==> src/rtl/core/stw_pkg.sv <==
// Shared constants and types for the sliding window trend statistics block.
// No dependencies.
`default_nettype none
package stw_pkg;

    localparam int SAMPLE_W     = 18;
    localparam int MAX_PERIOD   = 255;
    localparam int PERIOD_W     = 8;
    localparam int ADDR_W       = 8;
    localparam int DEPTH        = 1 << ADDR_W;
    localparam int SEEN_W       = 9;
    localparam int SUM_W        = 26;
    localparam int PIS_W        = 28;
    localparam int SQS_W        = 42;
    localparam int DIV_NW       = 44;
    localparam int DIV_DW       = 19;
    localparam int ROOT_W       = DIV_NW / 2;
    localparam int PCT_W        = 26;
    localparam int SWC_W        = 16;
    localparam int MEAN_W       = 19;

    localparam logic [PERIOD_W-1:0] PERIOD_RESET = 8'd7;
    localparam logic [SEEN_W-1:0]   SEEN_MAX     = SEEN_W'(MAX_PERIOD + 2);

    typedef enum logic [1:0] {
        KIND_FINITE  = 2'd0,
        KIND_POS_INF = 2'd1,
        KIND_NEG_INF = 2'd2,
        KIND_UNDEF   = 2'd3
    } t_evo_kind;

endpackage
`default_nettype wire

==> src/rtl/core/stw_sqrt.sv <==
// Restoring integer square root, one root bit per cycle.
// Depends on stw_pkg for operand widths.
`default_nettype none
module stw_sqrt (
    input  wire logic                        i_clk,
    input  wire logic                        i_rst_n,
    input  wire logic                        i_start,
    input  wire logic [stw_pkg::DIV_NW-1:0]  i_rad,
    output logic                             o_done,
    output logic [stw_pkg::ROOT_W-1:0]       o_root
);

    localparam int REM_W = stw_pkg::ROOT_W + 3;
    localparam int CNT_W = $clog2(stw_pkg::ROOT_W);

    logic [stw_pkg::DIV_NW-1:0] r_rad;
    logic [REM_W-1:0]           r_rem;
    logic [stw_pkg::ROOT_W-1:0] r_root;
    logic [CNT_W-1:0]           r_cnt;
    logic                       r_busy;
    logic                       r_done;
    logic [REM_W-1:0]           n_shift;
    logic [REM_W-1:0]           n_trial;

    always_comb begin
        n_shift = {r_rem[REM_W-3:0], r_rad[stw_pkg::DIV_NW-1 -: 2]};
        n_trial = REM_W'({r_root, 2'b01});
    end

    always_ff @(posedge i_clk) begin
        if (!i_rst_n) begin
            r_busy <= 1'b0;
            r_done <= 1'b0;
            r_cnt  <= '0;
        end else begin
            r_done <= 1'b0;
            if (i_start) begin
                r_busy <= 1'b1;
                r_cnt  <= '0;
            end else if (r_busy) begin
                r_cnt <= r_cnt + CNT_W'(1);
                if (r_cnt == CNT_W'(stw_pkg::ROOT_W - 1)) begin
                    r_busy <= 1'b0;
                    r_done <= 1'b1;
                end
            end
        end
    end

    always_ff @(posedge i_clk) begin
        if (i_start) begin
            r_rad  <= i_rad;
            r_rem  <= '0;
            r_root <= '0;
        end else if (r_busy) begin
            r_rad <= {r_rad[stw_pkg::DIV_NW-3:0], 2'b00};
            if (n_shift >= n_trial) begin
                r_rem  <= n_shift - n_trial;
                r_root <= {r_root[stw_pkg::ROOT_W-2:0], 1'b1};
            end else begin
                r_rem  <= n_shift;
                r_root <= {r_root[stw_pkg::ROOT_W-2:0], 1'b0};
            end
        end
    end

    assign o_done = r_done;
    assign o_root = r_root;

endmodule
`default_nettype wire

==> config.mk <==
export PLATFORM = sky130hd
export DESIGN_NAME = stw_sqrt
export DESIGN_NICKNAME = d
export VERILOG_FILES = /design/src/rtl/core/stw_pkg.sv /design/src/rtl/core/stw_sqrt.sv
export SDC_FILE = /design/constraint.sdc
export NUM_CORES = 1
export LEC_CHECK = 0
export BUFFER_PORTS_ARGS = -buffer_cell sky130_fd_sc_hd__clkbuf_2
export CORE_ASPECT_RATIO = 1.5
export CORE_UTILIZATION = 39
export CTS_CLUSTER_SIZE = 30
export DETAILED_ROUTE_END_ITERATION = 8
export GPL_TIMING_DRIVEN = 0
export SETUP_SLACK_MARGIN = 0.1
export SKIP_LAST_GASP = 1
export SYNTH_ARGS = -nofsm -noshare
export SYNTH_HDL_FRONTEND = slang
export SYNTH_SLANG_ARGS = --single-unit
==> constraint.sdc <==
create_clock -name i_clk -period 3.6 [get_ports i_clk]
set_clock_uncertainty 0.05 [all_clocks]
set_input_delay 0.54 -clock i_clk [delete_from_list [all_inputs] [get_ports i_clk]]
set_output_delay 0.54 -clock i_clk [all_outputs]
set_load 0.03 [all_outputs]
Word-level counts from Yosys, hierarchy flattened. Index checks and enable logic that the tools add are counted.

Register bits: 96. Input port bits: 47. Output and inout port bits: 23. Word-level logic and storage cells: 23.

Add/sub/neg operators: 2. Order comparisons: 1. Eq/ne operators: 1. Mux-type cells: 8. Bitwise operators: 2. Reductions and logical operators: 3.

Operators with widths (count): 44-bit two-way mux (2); 25-bit by 24-bit >= comparator with 1-bit output (1); 23-bit two-way mux (1); 23-bit subtractor (1); 5-bit by 1-bit adder with 5-bit output, second input constant (1); 5-bit == test, second input constant (1); 1-bit two-way mux (5); 3-bit OR reduction (1); 1-bit inverter (2); 2-bit nonzero test (1); 2-bit OR reduction (1).

Depth between registers and ports, before layout.
Depth in word-level cells: 4. Gate-level depth with buffers: 13. Gate-level depth less buffers: 10.

Least setup slack after synthesis. OpenSTA, ideal clock, no wires.

Path kind: reg-to-reg. From: reg r_root (netlist bit o_root[1]). To: reg r_rem[22]. Setup time: 0.122 ns. Data arrival time: 2.478 ns. Data required time: 3.428 ns. Slack: 0.950 ns. Cell stages (with the launch flop): 11. Buffers on the path: 0. Path through: dfxtp_1 inv_1 ha_1 o21ai_1 a21oi_1 a41oi_1 o211ai_1 nand2_1 a211oi_1 xor2_1 a221o_1.

Longest elaborated chain between the ends: 2.

Ends and longest elaborated chain: start, declared (line stw_sqrt.sv:18) `logic [stw_pkg::ROOT_W-1:0] r_root;`; start signal, assigned (line stw_sqrt.sv:59) `r_root <= {r_root[stw_pkg::ROOT_W-2:0], 1'b1};`; start signal, assigned (line stw_sqrt.sv:62) `r_root <= {r_root[stw_pkg::ROOT_W-2:0], 1'b0};`; 23-bit subtractor / 25-bit by 24-bit >= comparator with 1-bit output (equally long branches) (line stw_sqrt.sv:58, stw_sqrt.sv:57); 23-bit two-way mux (*) (line stw_sqrt.sv:57) `if (n_shift >= n_trial) begin`; end signal, assigned (line stw_sqrt.sv:58) `r_rem <= n_shift - n_trial;`; end signal, assigned (line stw_sqrt.sv:61) `r_rem <= n_shift;`; end, declared (line stw_sqrt.sv:17) `logic [REM_W-1:0] r_rem;`.

Mark *: on every way between the ends. The rest lies on a longest branch, timed or not. A chain may end at the register's enable or synchronous reset.

Final worst setup path. Same ends and word-level chain as after synthesis.

==> flow_metrics.py <==
metrics = {
    "sta": {
        "final-setup-viol-count": 0,
        "period_share_pct": 82.3,
        "fin_tns_setup_ns": 0,
        "drv_slew": 0,
        "period_minus_slack_ns": 2.96,
        "tightest_slew_ns": 0.895,
        "finalWorstSetupSlack_ns": 0.636,
        "rsz0062_at_grt": "false",
        "holdWs_ns": 0.385,
        "fmax_ghz": 0.337,
        "final_hold_viol_count": 0,
        "slew_headroom_pct": 40.3,
    },
    "floorplanning": {
        "rows": 50,
        "dieArea_um2": 13600,
        "io_pins": 70,
        "initial_utilization_pct": 40.4,
        "die_w_um": 95.4,
        "core-area_um2": 12600,
        "die_h_um": 142,
    },
    "grt": {
        "overflow": 0,
        "grt.total_usage_pct": 17.8,
        "antenna_found_initial": 0,
        "grt_pass1_wl_mm": 18.5,
        "grt_max_degree": 45,
        "grt_pass1_vias": 3933,
    },
    "synth": {
        "synth_fa_ha_area_share_pct": 6.38,
        "syn_area_um2": 5100,
        "synth_fp_nets": 575,
        "synthXorXnorAreaFrac_pct": 4.29,
        "synth-seq-cells": 96,
        "ys_warn_count": 0,
        "synth_top_family_by_area": "multiplexers",
        "yosysSeqAreaShare_pct": 46.3,
        "synthDistinctLibCells": 52,
        "synth_edf_count": 44,
        "synthMuxAreaShare_pct": 13.6,
        "async_reset_ff_share_pct": 0,
        "avgSynthCellArea_um2": 10.2,
        "synth-compound-area-share_pct": 13.0,
        "synthCells": 502,
        "yosys_most_used_dff": "dfxtp_1",
        "yosys.area_share.simple_pct": 11.6,
    },
    "setup_path": {
        "worst_setup_path_end_kind": "flip-flop",
        "cp.arrival_ns": 3.16,
        "path_max_fanout": 4,
        "r2r_end": "r_rem[22]",
        "r2r_slack_ns": 0.64,
        "worstRegToRegCells": 10,
        "worstSetupPathType": "flip-flop to flip-flop",
        "crit_required_ns": 3.79,
        "startpoint_type": "flip-flop",
        "critPathCapture": "r_rem[22]",
        "rr_startpoint": "o_root[1]",
        "critPathLaunch": "o_root[1]",
    },
    "layout": {
        "fillers": 1249,
        "final_cell_mix": "clkbuf_2, nor2_1, dfxtp_1, edfxtp_1, mux2_2",
        "areaGrowthSynthToFinish_pct": 16.3,
        "layout-drive-gt1-share_pct": 24.2,
        "final_area_um2": 5940,
        "multi_input_area_um2": 2500,
        "final_common_cell": "clkbuf_2",
        "final_core_util_pct": 47.0,
        "final-seq-area_um2": 2360,
        "stdcell_count": 743,
        "fin_nets": 655,
        "antenna_cells": 0,
    },
    "clock_tree": {
        "clk-insertion-delay-late_ns": 0.35,
        "cts-root-buf": "clkbuf_16",
        "clock-sinks": 96,
        "cts_buffers": 9,
        "clockBufferDepth": 2,
        "ctsResizeCount": 0,
        "postCtsSetupRepairBufs": 0,
        "cts_tree": "done",
        "htree_levels": 3,
        "clk_pin_slew_ns": 0.07,
        "holdBufCountCts": 0,
    },
    "detailed_routing": {
        "first_pass_iters": 4,
        "first_iter_violations": 183,
        "wl_per_cell_um": 15.4,
        "wirelength_mm": 11.4,
        "antenna_left": 0,
        "drc": 0,
        "vias": 3889,
        "avgViaCountPerCell": 5.23,
    },
    "power_and_ir_drop": {
        "ir_worst_vdd_uv": 322,
        "p_per_area_nw_per_um2": 776,
        "p_total_mw": 4.61,
        "p_leak_nw": 2.40,
    },
    "placed_design": {
        "port_buffers": 69,
        "place_inst": 727,
        "gp_congestion": 0.880,
        "dp_slack_ns": 0.678,
        "placed_area_um2": 5640,
        "hpwl_mm": 8.48,
    },
    "flow_run": {
        "drv_cap": 0,
    },
    "worst_hold_path": {
        "hp-class": "input port to flip-flop",
    },
    "outcome": {
        "status": "finished, final reports clean",
    },
}
==> kinds of logic (layout without fill, tap and decap cells) <==
family | Yosys count | in the layout
adders and majority gates | 26 | 26
muxes | 64 | 64
buffers and inverters | 59 | 144
xor gates and xnor gates | 25 | 25
DFF | 96 | 96
and+or+nand+nor | 134 | 134
AOI/OAI and AO/OA | 98 | 98
==> report_power, final <==
part           leakage (nW)  internal (mW)  switching (mW)
combinational          1.39          0.942            1.33
sequential            0.867           1.29          0.0929
clock                 0.143          0.491           0.464
total                  2.40           2.72            1.88
==> synth_stat cells (all sizes together) (5+ instances only) <==
cell	number	area, µm²
mux2i	22	220
nor3	12	60.1
xnor2	14	123
nand4	6	43.8
buf	8	50.0
ha	26	325
edfxtp	44	1320
a211oi	20	155
a221o	6	60.1
a21o	5	37.5
dfxtp	52	1040
nand2b	6	37.5
clkbuf	19	72.6
mux2	42	473
nor2	68	255
o21ai	18	90.1
xor2	11	96.3
inv	32	120
nand2	25	93.8
a21oi	30	150
nand3	6	30.0
==> layer usage <==
metal	part of all wire, %	track usage (%)	vias up	wire (µm)
li1	-	-	1954	-
met1	41	20.3	1806	4670
met2	51	30.5	98	5810
met3	4.8	3.90	31	545
met4	3.5	9.43	0	398
met5	0	0	-	0
==> layout make-up <==
class                      instances  area share [%]
buffer                            27            2.07
sequential                        96            39.8
multi-input combinational        347            42.1
clock inverter                     7            1.14
clock buffer                       9            3.79
inverter                          32            2.02
tap                              156            3.29
timing repair buffer              69            5.82
==> critical path, stage by stage, from the launching register on <==
cell and delay [ns]:
dfxtp_1 0.38, inv_1 0.06, ha_1 0.35, o21ai_1 0.14
a21oi_1 0.29, a41oi_1 0.29, o211ai_1 0.30, nand2_1 0.17
a211oi_1 0.34, xor2_1 0.12, a221o_1 0.35
==> flip-flops by register name, summed over array words and instances, names as in the netlist <==
| name | cells |
|---|---|
| o_done | 1 |
| o_root | 22 |
| r_rad | 44 |
| r_cnt | 5 |
| r_busy | 1 |
| r_rem | 23 |
==> worst min-delay path by stage <==
stage / slack, ns / cells after the start / to / from
2_1_floorplan: 0.38 / 2 / r_rem[21] / r_rem[21]
3_3_place_gp: 0.40 / 2 / r_rem[21] / r_rem[21]
3_5_place_dp: 0.41 / 2 / r_rem[21] / r_rem[21]
4_1_cts: 0.39 / 2 / r_busy / i_rst_n
5_1_grt: 0.41 / 2 / r_busy / i_rst_n
6_report: 0.38 / 2 / r_busy / i_rst_n
Note: power is estimated with default switching activity, not from simulation.
