### src/rtl/core/stw_pkg.sv
// Shared constants and types for the sliding window trend statistics block.
// No dependencies.
`default_nettype none
package stw_pkg;

    localparam int SAMPLE_W     = 18;
    localparam int MAX_PERIOD   = 255;
    localparam int PERIOD_W     = 8;
    localparam int ADDR_W       = 8;
    localparam int DEPTH        = 1 << ADDR_W;
    localparam int SEEN_W       = 9;
    localparam int SUM_W        = 26;
    localparam int PIS_W        = 28;
    localparam int SQS_W        = 42;
    localparam int DIV_NW       = 44;
    localparam int DIV_DW       = 19;
    localparam int ROOT_W       = DIV_NW / 2;
    localparam int PCT_W        = 26;
    localparam int SWC_W        = 16;
    localparam int MEAN_W       = 19;

    localparam logic [PERIOD_W-1:0] PERIOD_RESET = 8'd7;
    localparam logic [SEEN_W-1:0]   SEEN_MAX     = SEEN_W'(MAX_PERIOD + 2);

    typedef enum logic [1:0] {
        KIND_FINITE  = 2'd0,
        KIND_POS_INF = 2'd1,
        KIND_NEG_INF = 2'd2,
        KIND_UNDEF   = 2'd3
    } t_evo_kind;

endpackage
`default_nettype wire

### src/rtl/core/stw_div.sv
// Restoring divider, one quotient bit per cycle.
// Depends on stw_pkg for operand widths.
`default_nettype none
module stw_div (
    input  wire logic                        i_clk,
    input  wire logic                        i_rst_n,
    input  wire logic                        i_start,
    input  wire logic [stw_pkg::DIV_NW-1:0]  i_num,
    input  wire logic [stw_pkg::DIV_DW-1:0]  i_den,
    output logic                             o_done,
    output logic [stw_pkg::DIV_NW-1:0]       o_quo
);

    localparam int CNT_W = $clog2(stw_pkg::DIV_NW);

    logic [stw_pkg::DIV_NW-1:0] r_work;
    logic [stw_pkg::DIV_DW-1:0] r_rem;
    logic [stw_pkg::DIV_DW-1:0] r_den;
    logic [CNT_W-1:0]           r_cnt;
    logic                       r_busy;
    logic                       r_done;
    logic [stw_pkg::DIV_DW:0]   n_shift;
    logic [stw_pkg::DIV_DW:0]   n_trial;

    always_comb begin
        n_shift = {r_rem, r_work[stw_pkg::DIV_NW-1]};
        n_trial = n_shift - {1'b0, r_den};
    end

    always_ff @(posedge i_clk) begin
        if (!i_rst_n) begin
            r_busy <= 1'b0;
            r_done <= 1'b0;
            r_cnt  <= '0;
        end else begin
            r_done <= 1'b0;
            if (i_start) begin
                r_busy <= 1'b1;
                r_cnt  <= '0;
            end else if (r_busy) begin
                r_cnt <= r_cnt + CNT_W'(1);
                if (r_cnt == CNT_W'(stw_pkg::DIV_NW - 1)) begin
                    r_busy <= 1'b0;
                    r_done <= 1'b1;
                end
            end
        end
    end

    always_ff @(posedge i_clk) begin
        if (i_start) begin
            r_work <= i_num;
            r_den  <= i_den;
            r_rem  <= '0;
        end else if (r_busy) begin
            if (!n_trial[stw_pkg::DIV_DW]) begin
                r_rem  <= n_trial[stw_pkg::DIV_DW-1:0];
                r_work <= {r_work[stw_pkg::DIV_NW-2:0], 1'b1};
            end else begin
                r_rem  <= n_shift[stw_pkg::DIV_DW-1:0];
                r_work <= {r_work[stw_pkg::DIV_NW-2:0], 1'b0};
            end
        end
    end

    assign o_done = r_done;
    assign o_quo  = r_work;

endmodule
`default_nettype wire

### config.mk
export PLATFORM = sky130hd
export DESIGN_NAME = stw_div
export DESIGN_NICKNAME = d
export VERILOG_FILES = /design/src/rtl/core/stw_pkg.sv /design/src/rtl/core/stw_div.sv
export SDC_FILE = /design/constraint.sdc
export NUM_CORES = 1
export LEC_CHECK = 0
export ABC_AREA = 1
export BUFFER_PORTS_ARGS = -buffer_cell sky130_fd_sc_hd__clkbuf_2
export CAP_MARGIN = 20
export CELL_PAD_IN_SITES_DETAIL_PLACEMENT = 0
export CELL_PAD_IN_SITES_GLOBAL_PLACEMENT = 1
export CORE_ASPECT_RATIO = 1.75
export CORE_MARGIN = 4
export CORE_UTILIZATION = 35
export CTS_CLUSTER_DIAMETER = 100
export CTS_CLUSTER_SIZE = 14
export DETAILED_ROUTE_END_ITERATION = 16
export PLACE_DENSITY_LB_ADDON = 0.1
export SLEW_MARGIN = 20
export SYNTH_ARGS = -nofsm -noshare
export SYNTH_HDL_FRONTEND = slang
export SYNTH_SLANG_ARGS = --single-unit
export TNS_END_PERCENT = 50
### constraint.sdc
create_clock -name i_clk -period 2.55 [get_ports i_clk]
set_clock_uncertainty 0.1 [all_clocks]
set_input_delay 0.3825 -clock i_clk [delete_from_list [all_inputs] [get_ports i_clk]]
set_output_delay 0.3825 -clock i_clk [all_outputs]
set_load 0.1 [all_outputs]
; ---- After elaboration in Yosys (flattened, before gate mapping)
; Cells that the tools add are included.
; Widths: inputs -> output; s select.
[totals]
ff_bits = 90
out_inout_bits = 45
wordCells = 22
[classes]
n_addsub = 2
n_eq_ne = 1
mux = 8
n_bitwise = 2
n_reduce_logical = 3
[op_table]
columns = cell, n
row1 = $mux 44, 2
row2 = $sub 20x19->20, 1
row3 = $mux 19, 1
row4 = $add 6x1->6 const B, 1
row5 = $eq 6x6->1 const B, 1
row6 = $mux 1, 5
row7 = $reduce_or 3->1, 1
row8 = $not 1->1, 2
row9 = $reduce_bool 2->1, 1
row10 = $reduce_or 2->1, 1

; ---- Longest topological paths before layout
[logic_depth]
ltp_word = 4
ltp_mapped = 16
ltp_nobuf = 16

; ---- Worst setup path before layout
; No wires, ideal clock.
[synth_timing]
path_kind = register to register
start = register r_work, in the netlist o_quo[43]
end = register r_rem[14] (netlist bit)
arrival_ps = 2321
required_ps = 2337
path_slack_ps = 15
path_stages_with_launch = 17
n_path_buf = 0
path_cell_list = edfxtp_1 -> inv_1 -> ha_1 -> inv_1 -> fa_1 -> nand3_1 -> nand3_1 -> nand2_1 -> nand2_1 -> nand3_1 -> nand2_1 -> nand2_1 -> nand2_1 -> inv_1 -> nand2_1 -> nand3_1 -> nand2_1
[synth_between]
elab_chain_cells = 2
[synth_rtl]
columns = item, line_no
row1 = "start, declared", stw_div.sv:16  ; logic [stw_pkg::DIV_NW-1:0] r_work;
row2 = "start signal, assigned", stw_div.sv:52  ; r_work <= i_num;
row3 = "start signal, assigned", stw_div.sv:58  ; r_work <= {r_work[stw_pkg::DIV_NW-2:0], 1'b1};
row4 = "start signal, assigned", stw_div.sv:61  ; r_work <= {r_work[stw_pkg::DIV_NW-2:0], 1'b0};
row5 = $sub 20x19->20, stw_div.sv:27  ; n_trial = n_shift - {1'b0, r_den};
row6 = $mux 19, stw_div.sv:56  ; if (!n_trial[stw_pkg::DIV_DW]) begin
row7 = "end signal, assigned", stw_div.sv:57  ; r_rem <= n_trial[stw_pkg::DIV_DW-1:0];
row8 = "end signal, assigned", stw_div.sv:60  ; r_rem <= n_shift[stw_pkg::DIV_DW-1:0];
row9 = "end, declared", stw_div.sv:17  ; logic [stw_pkg::DIV_DW-1:0] r_rem;
; Every way passes these cells.
; A chain may end at the register's enable or synchronous reset.

; ---- Worst setup path in the final report
; Ends and elaborated chain as after synthesis.

==> qor.yml <==
yosys:
  synth_area_leader_cell: "edfxtp_1"
  synth_area_sq_um: 5070
  synth_cells: 655
  synth_edf_count: 63
  synthTopCellsByArea: "edfxtp_1 (37%), nand2_1 (22%), dfxtp_1 (11%)"
  async_reset_ff_share_pct: 0
  ys.warnings.count: 0
  synth_cell_types: 32
  yosys.cell_count.top_type: "nand2_1"
  synth_nets: 742
  synth_top_area_share_pct: 37.3
  ys_seq_area_share_pct: 47.9
  synth-main-ff-cell: "edfxtp_1"
  synth_common_cells: "nand2_1 (291), inv_1 (91), edfxtp_1 (63), nand3_1 (35), dfxtp_1 (27)"
  ys_ff_latch: 90
  syn_area_per_cell_sq_um: 7.75
critical_path:
  crit_top_cell: "nand2_1"
  r2r-end: "r_rem[14]$_SDFFE_PP0P_"
  slowest_stage: "fa_1"
  r2r_cells: 16
  cp_slowest_stage_delay_ns: 0.42
  worst_setup_path_start_kind: "flop"
  reg2reg_slack_ns: 0.25
  worst-setup-path-type: "flop to flop"
  cp-end-kind: "flop"
  cp_cell_sequence: "inv_1 > ha_1 > inv_1 > fa_1 > nand3_1 > nand3_1 > nand2_1 > nand2_1 > nand3_1 > nand2_1 > nand2_1 > nand2_1 > inv_1 > nand2_1 > nand3_1 > nand2_1"
  required_ns: 2.69
  reg2reg_from: "o_quo[43]$_DFFE_PP_"
  crit_arrival_ns: 2.45
  path_max_fanout: 4
power_and_ir_drop:
  power_frac_seq_pct: 42.2
  comb_power_share_pct: 23.2
  ir_worst_vdd_mv: 0.321
  power_w: 0.00413
  pwr-share-clk_pct: 34.7
  p_int_w: 0.00266
  p_per_area_nw_per_um2: 669
  power.switching_w: 0.00146
  p_leak_nw: 3.24
  p_sw_share_pct: 35.4
clocking:
  clk_path_buf_depth: 2
  post_cts_resized: 0
  cts_tree: "yes"
  cts_buffers: 9
  clockRootBuffer: "clkbuf_16"
  cts_hold_buf: 0
  cts.sinks: 90
  cts_setup_buffers: 0
  cts_htree_levels: 3
  insertion_delay_ns: 0.34
  path_clk_slew_ns: 0.07
global_routing:
  overflow: 0
  grt_max_degree: 50
  grt.total_usage_pct: 16.7
  grt_first_pass_wirelength_um: 21900
  antenna_found_initial: 0
  grt_pass1_vias: 4556
finish:
  area_delta_synth_final_pct: 21.5
  fin_nets: 854
  antenna-diode-count: 0
  drive_above_1_share_pct: 21.9
sta:
  setup_viol: 0
  setup_tns_ns: 0
  hold_viol: 0
  max_clock_freq_mhz: 434
  finalCriticalPeriod_ns: 2.30
  worst_pin_slew_ns: 0.566
  maxSlewViolCount: 0
  rsz0062_at_grt: "no"
  period_share_pct: 90.3
  relSlewSlack_pct: 62.3
place:
  hpwl_um: 9990
  numPortBuffers: 110
  place_congestion: 0.881
status:
  outcome: "finished, final reports clean"
floorplan:
  core_area_sq_um: 14300
  die_area_sq_um: 16600
  die_w_um: 99.0
  die-height_um: 167
  rows: 58
  ios: 111
  start_util_pct: 35.5
routing:
  via_count: 4358
  viasPerCell: 4.58
  drc_errors: 0
  drtIter0Drc: 184
  first_pass_iters: 4
  routed_wl_um: 13200
  post_drt_wl_per_cell_um: 13.8
  drt.antenna.violating_nets: 0
min_path:
  hold_depth: 1
  min_to: "r_den[1]$_DFFE_PP_"
  hold_class: "input port to flop"
  hp-start: "i_den[1]"
job:
  maxCapViolCount: 0
==> power groups by stage <==
stage | Clock (W) | Sequential [W] | Combinational, W
after detailed placement | 0 | 0.00177 | 0.000968
after global routing | 0.00154 | 0.00175 | 0.00102
final | 0.00143 | 0.00174 | 0.000956
after floorplan | 0 | 0.00229 | 0.000237
after global placement | 0 | 0.00177 | 0.000964
after CTS | 0.00148 | 0.00174 | 0.000968
==> per-layer routing <==
| metal | vias up | global-route usage, % | routed length (um) |
|---|---|---|---|
| li1 | 2262 | - | - |
| met1 | 1978 | 17.9 | 5160 |
| met2 | 100 | 31.0 | 7030 |
| met3 | 18 | 4.25 | 717 |
| met4 | 0 | 5.89 | 269 |
| met5 | - | 0 | 0 |
==> cell families after synthesis <==
group           count (synthesis)  synth area share, %
simple gates                  394                 33.1
buf+inv                       111                 8.88
xor+xnor                       10                 1.73
flops                          90                 47.9
compound gates                 29                 3.06
fa+ha+maj                      21                 5.33
==> worst max-delay path by stage <==
| stage | start | endpoint | slack [ns] | cells after the start |
|---|---|---|---|---|
| after CTS | o_quo[43]$_DFFE_PP_ | r_rem[14]$_SDFFE_PP0P_ | 0.23 | 16 |
| after detailed placement | o_quo[43]$_DFFE_PP_ | r_rem[14]$_SDFFE_PP0P_ | 0.26 | 16 |
| final | o_quo[43]$_DFFE_PP_ | r_rem[14]$_SDFFE_PP0P_ | 0.25 | 16 |
| after global routing | o_quo[43]$_DFFE_PP_ | r_rem[14]$_SDFFE_PP0P_ | 0.04 | 16 |
| after global placement | o_quo[43]$_DFFE_PP_ | r_rem[14]$_SDFFE_PP0P_ | 0.31 | 16 |
| after floorplan | o_quo[43]$_DFFE_PP_ | r_rem[14]$_SDFFE_PP0P_ | 0.02 | 16 |
==> worst max-delay path: cells and delay by family, from the launching register on <==
kind	cells	cell delay (ns)
buffers and inverters	3	0.20
AND/OR/NAND/NOR	11	0.92
adder cells (fa/ha/maj)	2	0.56
flip-flops	1	0.40
==> sequential cells by signal, indices dropped and copies added, names as in the netlist <==
name / cells
o_quo: 44
r_den: 19
r_rem: 19
r_cnt: 6
o_done: 1
r_busy: 1
==> layout by cell type (no fill, tap or decap), types with 4 or more instances in the layout <==
master / count
buf_4: 4
nor2_1: 26
nand2_1: 291
edfxtp_1: 63
a21oi_1: 17
dfxtp_1: 27
nand2_2: 15
nor3_1: 5
nand3_2: 6
nand3_1: 35
clkbuf_16: 11
nor2_2: 6
xnor2_1: 8
clkbuf_2: 110
ha_1: 20
o21ai_0: 7
inv_1: 90
==> layout make-up <==
type / count / area [sq um]
Sequential cell: 90 / 2430
Multi-Input combinational cell: 454 / 2190
Clock buffer: 12 / 279
Tap cell: 180 / 225
Fill cell: 1494 / 8130
Inverter: 95 / 357
Timing Repair Buffer: 117 / 641
Clock inverter: 4 / 40.0
==> through the flow <==
stage	setup slack, ns	std cells	util, %	cell area (sq um)	hold slack (ns)
2_1_floorplan	0.0153	655	-	5070	0.349
3_3_place_gp	0.308	936	40.9	5850	0.362
3_5_place_dp	0.255	936	40.9	5850	0.364
4_1_cts	0.235	952	43.1	6160	0.0902
5_1_grt	0.0372	952	43.1	6160	0.0910
6_report	0.248	952	43.1	6160	0.108
Note: power is estimated with default switching activity, not from simulation.
